## src/rtl/fds_pkg.sv

```systemverilog
// Package for the FAT16 directory name search block.
// Holds the on-disk constants, configuration register indexes and shared types.
// No dependencies.
package fds_pkg;

	localparam logic [7:0] SKIP_ATTR_MASK = 8'h1A;
	localparam logic [7:0] SPACE_CHAR     = 8'h20;
	localparam logic [7:0] DOT_CHAR       = 8'h2E;
	localparam logic [7:0] NUL_CHAR       = 8'h00;

	localparam int SECTOR_BYTES = 512;
	localparam int ENTRY_BYTES  = 32;
	localparam int POS_W        = $clog2(SECTOR_BYTES);
	localparam int OFF_W        = $clog2(ENTRY_BYTES);
	localparam int ENT_W        = POS_W - OFF_W;

	// Entry offsets that matter to the scan.
	localparam logic [OFF_W-1:0] OFF_ATTR      = OFF_W'(11);
	localparam logic [OFF_W-1:0] OFF_CLUSTER_L = OFF_W'(26);
	localparam logic [OFF_W-1:0] OFF_CLUSTER_H = OFF_W'(27);
	localparam logic [OFF_W-1:0] OFF_LENGTH    = OFF_W'(28);
	localparam logic [POS_W-1:0] POS_LAST      = POS_W'(SECTOR_BYTES - 1);

	localparam int CFG_IDX_W  = 2;
	localparam int CFG_DATA_W = 64;

	typedef enum logic [CFG_IDX_W-1:0] {
		CFG_NAME_HEAD   = 2'd0,
		CFG_NAME_TAIL   = 2'd1,
		CFG_DATA_START  = 2'd2,
		CFG_CLUSTER_SZ  = 2'd3
	} cfg_reg_t;

	// Bytes 0..10 of a directory entry: 8 base characters, 3 extension characters.
	typedef logic [10:0][7:0] entry_name_t;

	typedef struct packed {
		logic        found;
		logic [3:0]  entry_index;
		logic [15:0] start_cluster;
		logic [31:0] file_length;
	} scan_result_t;

	localparam int OUT_BITS  = 1 + 4 + 16 + 32 + 32;
	localparam int OUT_W     = ((OUT_BITS + 7) / 8) * 8;

endpackage

```

## src/rtl/fds_name_match.sv

```systemverilog
// Name comparison for one directory entry: builds "BASE.EXT" from the entry
// bytes and compares it as a NUL-terminated string with the search name.
// Depends on fds_pkg.
module fds_name_match
	import fds_pkg::*;
(
	input  entry_name_t  entry_name,
	input  logic [63:0]  name_head,
	input  logic [31:0]  name_tail,
	output logic         hit
);

	logic [12:0][7:0] search;
	logic [3:0]       cut;
	logic [12:0][7:0] built;

	assign search = {NUL_CHAR, name_tail, name_head};

	// Base name ends at its first space, or after all eight characters.
	always_comb begin
		cut = 4'd8;
		for (int k = 7; k >= 0; k--) begin
			if (entry_name[k] == SPACE_CHAR) begin
				cut = 4'(k);
			end
		end
	end

	always_comb begin
		logic [3:0] kk;
		logic [3:0] j;
		for (int k = 0; k < 13; k++) begin
			kk = 4'(k);
			j  = kk - cut;
			if (kk < cut) begin
				built[k] = entry_name[k % 8];
			end else if (kk == cut) begin
				built[k] = DOT_CHAR;
			end else if (j == 4'd1) begin
				built[k] = entry_name[8];
			end else if (j == 4'd2) begin
				built[k] = entry_name[9];
			end else if (j == 4'd3) begin
				built[k] = entry_name[10];
			end else begin
				built[k] = NUL_CHAR;
			end
		end
	end

	// Compare up to and including the first NUL of the built name.
	always_comb begin
		logic alive;
		logic ok;
		alive = 1'b1;
		ok    = 1'b1;
		for (int k = 0; k < 13; k++) begin
			if (alive) begin
				if (built[k] != search[k]) begin
					ok = 1'b0;
				end
				if (built[k] == NUL_CHAR) begin
					alive = 1'b0;
				end
			end
		end
		hit = ok;
	end

endmodule

```

## src/rtl/fds_scan.sv

```systemverilog
// Byte-wise directory sector scan: tracks the position in the sector, keeps
// the name bytes of the current entry and captures the fields of the first match.
// Depends on fds_pkg and fds_name_match.
module fds_scan
	import fds_pkg::*;
(
	input  logic         clk,
	input  logic         arst_n,
	input  logic         byte_valid,
	input  logic [7:0]   data_byte,
	input  logic [63:0]  name_head,
	input  logic [31:0]  name_tail,
	output logic         result_valid,
	output scan_result_t result
);

	logic [POS_W-1:0] pos_q;
	entry_name_t      head_q;
	logic             stop_q;
	logic             seen_q;
	logic [3:0]       idx_q;
	logic [15:0]      clus_q;
	logic [31:0]      len_q;

	logic [OFF_W-1:0] off;
	logic [ENT_W-1:0] ent;
	logic             name_hit;
	logic             attr_ok;
	logic             in_match;
	logic             last_byte;
	logic [31:0]      len_d;

	assign off       = pos_q[OFF_W-1:0];
	assign ent       = pos_q[POS_W-1:OFF_W];
	assign attr_ok   = (data_byte & SKIP_ATTR_MASK) == 8'h00;
	assign in_match  = seen_q && (ent == idx_q);
	assign last_byte = (pos_q == POS_LAST);

	fds_name_match u_match (
		.entry_name (head_q),
		.name_head  (name_head),
		.name_tail  (name_tail),
		.hit        (name_hit)
	);

	// The last length byte can arrive together with the end of the sector.
	always_comb begin
		len_d = len_q;
		if (in_match && off >= OFF_LENGTH) begin
			len_d[8*off[1:0] +: 8] = data_byte;
		end
	end

	assign result_valid          = byte_valid && last_byte;
	assign result.found          = seen_q;
	assign result.entry_index    = idx_q;
	assign result.start_cluster  = clus_q;
	assign result.file_length    = len_d;

	always_ff @(posedge clk) begin
		if (byte_valid && off < OFF_ATTR) begin
			head_q[off[3:0]] <= data_byte;
		end
	end

	always_ff @(posedge clk or negedge arst_n) begin
		if (!arst_n) begin
			pos_q  <= '0;
			stop_q <= 1'b0;
			seen_q <= 1'b0;
			idx_q  <= '0;
			clus_q <= '0;
			len_q  <= '0;
		end else if (byte_valid) begin
			if (last_byte) begin
				pos_q  <= '0;
				stop_q <= 1'b0;
				seen_q <= 1'b0;
				idx_q  <= '0;
				clus_q <= '0;
				len_q  <= '0;
			end else begin
				pos_q <= pos_q + 1'b1;
				len_q <= len_d;
				if (!stop_q && off == OFF_ATTR && attr_ok) begin
					if (head_q[0] == NUL_CHAR) begin
						stop_q <= 1'b1;
					end else if (name_hit) begin
						stop_q <= 1'b1;
						seen_q <= 1'b1;
						idx_q  <= ent;
					end
				end
				if (in_match && off == OFF_CLUSTER_L) begin
					clus_q[7:0] <= data_byte;
				end
				if (in_match && off == OFF_CLUSTER_H) begin
					clus_q[15:8] <= data_byte;
				end
			end
		end
	end

endmodule

```

## src/rtl/fat16_directory_name_search.sv

```systemverilog
// Searches one 512-byte FAT16 directory sector, streamed one byte per word, for an
// 8.3 name and returns one word per sector; the core takes one byte every cycle, the result
// word is ready the cycle after byte 511 is accepted, and input stalls only while a result still waits downstream.
// Depends on fds_pkg, fds_scan and fds_name_match.
module fat16_directory_name_search
	import fds_pkg::*;
(
	input  logic                  clk,
	input  logic                  arst_n,
	input  logic                  s_axis_tvalid,
	output logic                  s_axis_tready,
	input  logic [7:0]            s_axis_tdata,   // data_byte
	output logic                  m_axis_tvalid,
	input  logic                  m_axis_tready,
	// found, entry_index[3:0], start_cluster[15:0], file_length[31:0],
	// first_sector[31:0], zero padding
	output logic [OUT_W-1:0]      m_axis_tdata,
	input  logic                  cfg_we,
	input  logic [CFG_IDX_W-1:0]  cfg_index,
	input  logic [CFG_DATA_W-1:0] cfg_data
);

	logic [63:0]  name_head_q;
	logic [31:0]  name_tail_q;
	logic [31:0]  data_start_q;
	logic [7:0]   cluster_size_q;

	logic         byte_acc;
	logic         res_valid;
	scan_result_t res;
	logic [31:0]  cluster_off;
	logic [39:0]  sector_prod;
	logic [31:0]  first_sector;

	logic               out_valid_q;
	logic [OUT_W-1:0]   out_data_q;

	always_ff @(posedge clk or negedge arst_n) begin
		if (!arst_n) begin
			name_head_q    <= '0;
			name_tail_q    <= '0;
			data_start_q   <= '0;
			cluster_size_q <= 8'd1;
		end else if (cfg_we) begin
			case (cfg_reg_t'(cfg_index))
				CFG_NAME_HEAD:  name_head_q    <= cfg_data;
				CFG_NAME_TAIL:  name_tail_q    <= cfg_data[31:0];
				CFG_DATA_START: data_start_q   <= cfg_data[31:0];
				CFG_CLUSTER_SZ: cluster_size_q <= cfg_data[7:0];
				default: ;
			endcase
		end
	end

	assign s_axis_tready = !out_valid_q || m_axis_tready;
	assign byte_acc      = s_axis_tvalid && s_axis_tready;

	fds_scan u_scan (
		.clk          (clk),
		.arst_n       (arst_n),
		.byte_valid   (byte_acc),
		.data_byte    (s_axis_tdata),
		.name_head    (name_head_q),
		.name_tail    (name_tail_q),
		.result_valid (res_valid),
		.result       (res)
	);

	// Clusters are numbered from two; a smaller value wraps.
	assign cluster_off  = {16'd0, res.start_cluster} - 32'd2;
	assign sector_prod  = {8'd0, cluster_off} * {32'd0, cluster_size_q};
	assign first_sector = res.found ? (data_start_q + sector_prod[31:0]) : 32'd0;

	always_ff @(posedge clk) begin
		if (res_valid) begin
			out_data_q <= {(OUT_W - OUT_BITS)'(0), first_sector, res.file_length,
				res.start_cluster, res.entry_index, res.found};
		end
	end

	always_ff @(posedge clk or negedge arst_n) begin
		if (!arst_n) begin
			out_valid_q <= 1'b0;
		end else if (res_valid) begin
			out_valid_q <= 1'b1;
		end else if (m_axis_tready) begin
			out_valid_q <= 1'b0;
		end
	end

	assign m_axis_tvalid = out_valid_q;
	assign m_axis_tdata  = out_data_q;

endmodule

```

## config.mk

```make
export PLATFORM = sky130hd
export DESIGN_NAME = fat16_directory_name_search
export DESIGN_NICKNAME = d
export VERILOG_FILES = /design/src/rtl/fds_pkg.sv /design/src/rtl/fds_name_match.sv /design/src/rtl/fds_scan.sv /design/src/rtl/fat16_directory_name_search.sv
export SDC_FILE = /design/constraint.sdc
export NUM_CORES = 1
export LEC_CHECK = 0
export ABC_AREA = 0
export BUFFER_PORTS_ARGS = -buffer_cell sky130_fd_sc_hd__buf_2
export CAP_MARGIN = 10
export CORE_MARGIN = 2
export CORE_UTILIZATION = 25
export CTS_CLUSTER_DIAMETER = 30
export DETAILED_ROUTE_END_ITERATION = 16
export HOLD_SLACK_MARGIN = 0.15
export PLACE_DENSITY_LB_ADDON = 0.08
export RECOVER_POWER = 50
export SLEW_MARGIN = 20
export SYNTH_ARGS = -nofsm -noshare
export SYNTH_HDL_FRONTEND = slang
export SYNTH_SLANG_ARGS = --single-unit
```

## constraint.sdc

```tcl
create_clock -name clk -period 8.1 [get_ports clk]
set_input_delay 2.025 -clock clk [delete_from_list [all_inputs] [get_ports clk]]
set_output_delay 2.025 -clock clk [all_outputs]
set_load 0.05 [all_outputs]
```

==> flow_results.org <==
** Floorplan
- 169 I/O pins were placed.
- Die area :: 0.105 mm2
- Number of rows created at floorplan :: 117
- Placeable core area :: 0.101 mm2
- Die width :: 323 um
- In this run the vertical extent of the chip is 323 um.
- Initial core utilization :: 0.251

** Detailed routing
- Detailed routing inserted a total of 20600 vias.
- After the first detailed-routing iteration, the DRC count stood at 1381.
- Routed met3 length :: 6210 um
- The detail route stage leaves a number of antenna-violating nets equal to 0.
- WL met1 :: 41900 um
- Dividing the detail-routed wire length by the instance count gives 23.2 um.
- In this run the top signal layer used is met5.
- Final wirelength :: 96400 um
- Vias per cell :: 4.97
- DRC violation count after routing :: 0
- In the detailed route, the total length drawn on met2 is 45800 um.
- The first detailed-routing pass took 6 iterations.

** Global route
- Largest net degree at the start of global routing :: 146
- The first global-routing pass estimated 143000 um of wire.
- For this run, the total global-route usage over all layers was measured as 0.185.
- The via count of the first global-routing pass is 21000.
- Summed over all layers, the global routing overflow is 0.
- Number of antenna violations at the first check in global routing :: 8

** Worst setup path
- Counting both buffers and inverters, the worst setup path holds a total of 2.
- Critical Path Start Type :: flip-flop
- The cell family contributing the most delay on the critical path is adder cells.
- STA classifies the critical path endpoint as a flip-flop.
- The worst register-to-register path begins at u_scan.clus_q[1]$_DFFE_PN0P_.
- In this run the number of cells on the critical path is 24.
- Library cell appearing most often on the critical path :: sky130_fd_sc_hd__fa_1
- For the worst setup path, the data arrival time is 7.74 ns.
- Required time of the worst setup path :: 8.51 ns
- The setup check on the worst reg-to-reg path leaves a slack of 0.77 ns.
- Slowest cell on the critical path :: sky130_fd_sc_hd__fa_1
- Largest fanout on the critical path :: 8
- WS Path Type :: reg -> reg
- Ordered list of cells on the worst path :: inv_1, ha_1, nand2_1, xnor2_1, nand2_1, fa_1, fa_1, fa_1, inv_1, fa_1, ha_1, o21a_1, o21ai_0, a21oi_1, o31ai_1, a21oi_1, a41oi_1, a211o_1, or3_1, a31oi_1, a41o_1, o41ai_1, xnor2_1, nor2_1
- Origin of the worst setup path :: u_scan.clus_q[1]$_DFFE_PN0P_
- Number of cells on the worst reg-to-reg path :: 24
- Crit path capture :: m_axis_tdata[84]$_SDFFCE_PN0P_
- Endpoint of the most critical register-to-register path :: m_axis_tdata[84]$_SDFFCE_PN0P_
- Worst stage delay on the critical path :: 0.57 ns

** Power and ir drop
- Leakage :: 0.0132 uW
- VDD sags by at most 0.708 mV.
- In this run the power density over the cells is 568 mW/mm2.

** STA
- Setup repair after global routing left no endpoint under its margin.
- Dividing the final minimum period by the clock period gives 0.905.
- The routed design could run at a clock period as short as 7.33 ns.
- In this run the tightest slew margin relative to its limit is -1.37.
- Setup violations remaining at the end of the flow were counted as 0.
- Hold_ws :: 0.498 ns
- For this run, the top clock speed supported by timing is 136 MHz.
- Across the routed clock network, the largest skew measured is 0.0406 ns.
- For the final routed database, the setup TNS stands at 0 ns.
- The hold violation count in the final report is 0.
- The final-report max-slew violation count is 495.
- At the pin with the least slew margin, the transition time is 3.55 ns.

** Yosys
- In the synthesized netlist, the number of instances is 2481.
- In the synthesized netlist the dominant register cell turns out to be sky130_fd_sc_hd__dfrtp_1.
- Post-synth ARST share :: 0.536
- Number of enable-type register cells in the synthesized netlist :: 173
- During synthesis, Yosys emitted a total of 0 warnings.
- Yosys reg bits :: 373
- Avg Cell Area, Syn :: 10.3 um2
- Netlist cell types :: 101
- The synthesized netlist occupies a cell area of 0.0255 mm2.
- Share of synthesized area occupied by flip-flops and latches :: 0.400

** Clocking
- The clock tree synthesis step divided the H-tree into 3 levels.
- CTS placed an instance of sky130_fd_sc_hd__clkbuf_16 at the clock tree root.
- At the later pin of the worst-skew pair, clock insertion delay measures 0.68 ns.
- After clock tree synthesis, the clock-pin slew on the worst setup and hold paths is 0.04 ns.
- Clock sink count :: 373
- The number of hold buffers added after CTS was 0.
- Number of gates given a new drive strength after cts :: 0
- Maximum buffer depth of the clock tree :: 3
- Clock buffer count from CTS :: 107
- TritonCTS built the clock tree.
- The number of setup buffers added after CTS is 0.

** Cells and area
- Count of nets after finishing :: 2988
- Fill cells in the final layout number 10500.
- Most frequent standard cell in the layout excluding fill and tap cells :: sky130_fd_sc_hd__nand2_1
- After the flow finishes, the layout carries non-filler instances totaling 4149.
- Fraction of layout cells with a size suffix above 1 :: 0.197
- Relative to the synthesized area, the layout overhead comes to 24.1%.
- In the layout the commonest cells are sky130_fd_sc_hd__nand2_1, sky130_fd_sc_hd__inv_1, sky130_fd_sc_hd__dfrtp_1.

** Place
- At the end of routability-driven placement, the weighted congestion stood at 0.890.
- Post-detailed-placement half-perimeter wirelength :: 68800 um
- Buffers on Ports :: 165
- After detailed placement, the design holds a cell count of 3947.

** Flow run
- Across the run, the number of max-cap violations was 14.

** Status
- Status :: finished, violations left
- The final reports fail on capacitance limit, slew limit.

** Min path
- Kind of path behind the tightest hold check :: reg -> reg
## flip-flops by register name, summed over array words and instances, names as in the netlist
name            cells
m_axis_tdata       85
u_scan.idx_q        4
u_scan.pos_q        9
u_scan.seen_q       1
u_scan.clus_q      16
cluster_size_q      8
u_scan.len_q       32
data_start_q       32
u_scan.stop_q       1
m_axis_tvalid       1
name_head_q        64
u_scan.head_q      88
name_tail_q        32
## Yosys cell counts (13+ instances only)
library cell / n / share of area
sky130_fd_sc_hd__ha_1: 58 / 0.028
sky130_fd_sc_hd__clkbuf_1: 89 / 0.013
sky130_fd_sc_hd__fa_1: 163 / 0.13
sky130_fd_sc_hd__edfxtp_1: 173 / 0.20
sky130_fd_sc_hd__a21oi_1: 87 / 0.017
sky130_fd_sc_hd__o211ai_1: 13 / 0.0038
sky130_fd_sc_hd__inv_1: 217 / 0.032
sky130_fd_sc_hd__mux2_2: 120 / 0.053
sky130_fd_sc_hd__nor3_1: 61 / 0.012
sky130_fd_sc_hd__mux2i_1: 19 / 0.0075
sky130_fd_sc_hd__dfrtp_1: 199 / 0.20
sky130_fd_sc_hd__nor2_1: 106 / 0.016
sky130_fd_sc_hd__and2_1: 67 / 0.016
sky130_fd_sc_hd__nand2_1: 301 / 0.044
sky130_fd_sc_hd__buf_1: 17 / 0.0025
sky130_fd_sc_hd__and3_1: 15 / 0.0037
sky130_fd_sc_hd__o21ai_0: 140 / 0.027
sky130_fd_sc_hd__a22o_1: 53 / 0.018
sky130_fd_sc_hd__nand4_1: 34 / 0.0083
sky130_fd_sc_hd__nor2b_1: 22 / 0.0054
sky130_fd_sc_hd__a31oi_1: 38 / 0.0093
sky130_fd_sc_hd__nor4_1: 22 / 0.0054
sky130_fd_sc_hd__a22oi_1: 18 / 0.0053
sky130_fd_sc_hd__a211oi_1: 13 / 0.0038
sky130_fd_sc_hd__nand3_1: 52 / 0.010
sky130_fd_sc_hd__xnor2_1: 51 / 0.018
sky130_fd_sc_hd__xor2_1: 39 / 0.013
sky130_fd_sc_hd__o22ai_1: 14 / 0.0034
sky130_fd_sc_hd__nand2b_1: 16 / 0.0039
## metrics by stage
| step | setup slack, ns | utilization | cell area (um2) | power (uW) |
|---|---|---|---|---|
| 4_1_cts | 0.677 | 0.313 | 31700 | 18400 |
| 2_1_floorplan | 1.56 | - | 25500 | 11400 |
| 5_1_grt | 0.0685 | 0.312 | 31600 | 20000 |
| 6_report | 0.766 | 0.312 | 31600 | 18000 |
| 3_3_place_gp | 0.859 | 0.276 | 28000 | 13900 |
| 3_5_place_dp | 0.711 | 0.276 | 28000 | 14000 |
## layer usage
| metal | up-vias | GRT usage |
|---|---|---|
| met2 | 712 | 0.303 |
| met1 | 10400 | 0.246 |
| met4 | 4 | 0.0570 |
| met3 | 150 | 0.0356 |
| li1 | 9314 | - |
| met5 | - | 0 |
## logic make-up (layout without fill, tap and decap cells)
| family | Yosys count | after routing | synth area share |
|---|---|---|---|
| muxes | 141 | 141 | 0.0615 |
| DFF | 373 | 373 | 0.400 |
| AOI/OAI and AO/OA | 537 | 537 | 0.147 |
| other | 1 | 5 | 0.000147 |
| buffers and inverters | 342 | 638 | 0.0520 |
| xor gates and xnor gates | 90 | 90 | 0.0309 |
| adders and majority gates | 221 | 221 | 0.156 |
| and+or+nand+nor | 776 | 776 | 0.152 |
## layout make-up
cell class	instances	area, um2	share of cell area
antenna	2	5.00	0.000158
sequential	373	10200	0.322
timing repair buffer	219	1200	0.0379
inverter	219	825	0.0261
tap	1368	1710	0.0541
clock buffer	126	2810	0.0888
multi-input combinational	1768	14000	0.443
clock inverter	74	881	0.0278
## where the power goes
group          switching (uW)  internal, uW  total (uW)
clock                    1310          2930        4240
combinational            5930          4670       10600
sequential                324          2820        3140
total                    7560         10400       18000
## worst min path at each step
stage,endpoint,start,slack (ns),cells past startpoint
detailed placement,u_scan.len_q[1]$_DFFE_PN0P_,u_scan.len_q[1]$_DFFE_PN0P_,0.49,1
global placement,u_scan.len_q[26]$_DFFE_PN0P_,u_scan.len_q[26]$_DFFE_PN0P_,0.49,1
global route,u_scan.len_q[5]$_DFFE_PN0P_,u_scan.len_q[5]$_DFFE_PN0P_,0.51,1
floorplan,m_axis_tdata[0]$_DFFE_PP_,u_scan.seen_q$_DFFE_PN0P_,0.45,0
CTS,u_scan.len_q[1]$_DFFE_PN0P_,u_scan.len_q[1]$_DFFE_PN0P_,0.50,1
finish,u_scan.len_q[22]$_DFFE_PN0P_,u_scan.len_q[22]$_DFFE_PN0P_,0.50,1
Note: power is estimated with default switching activity, not from simulation.
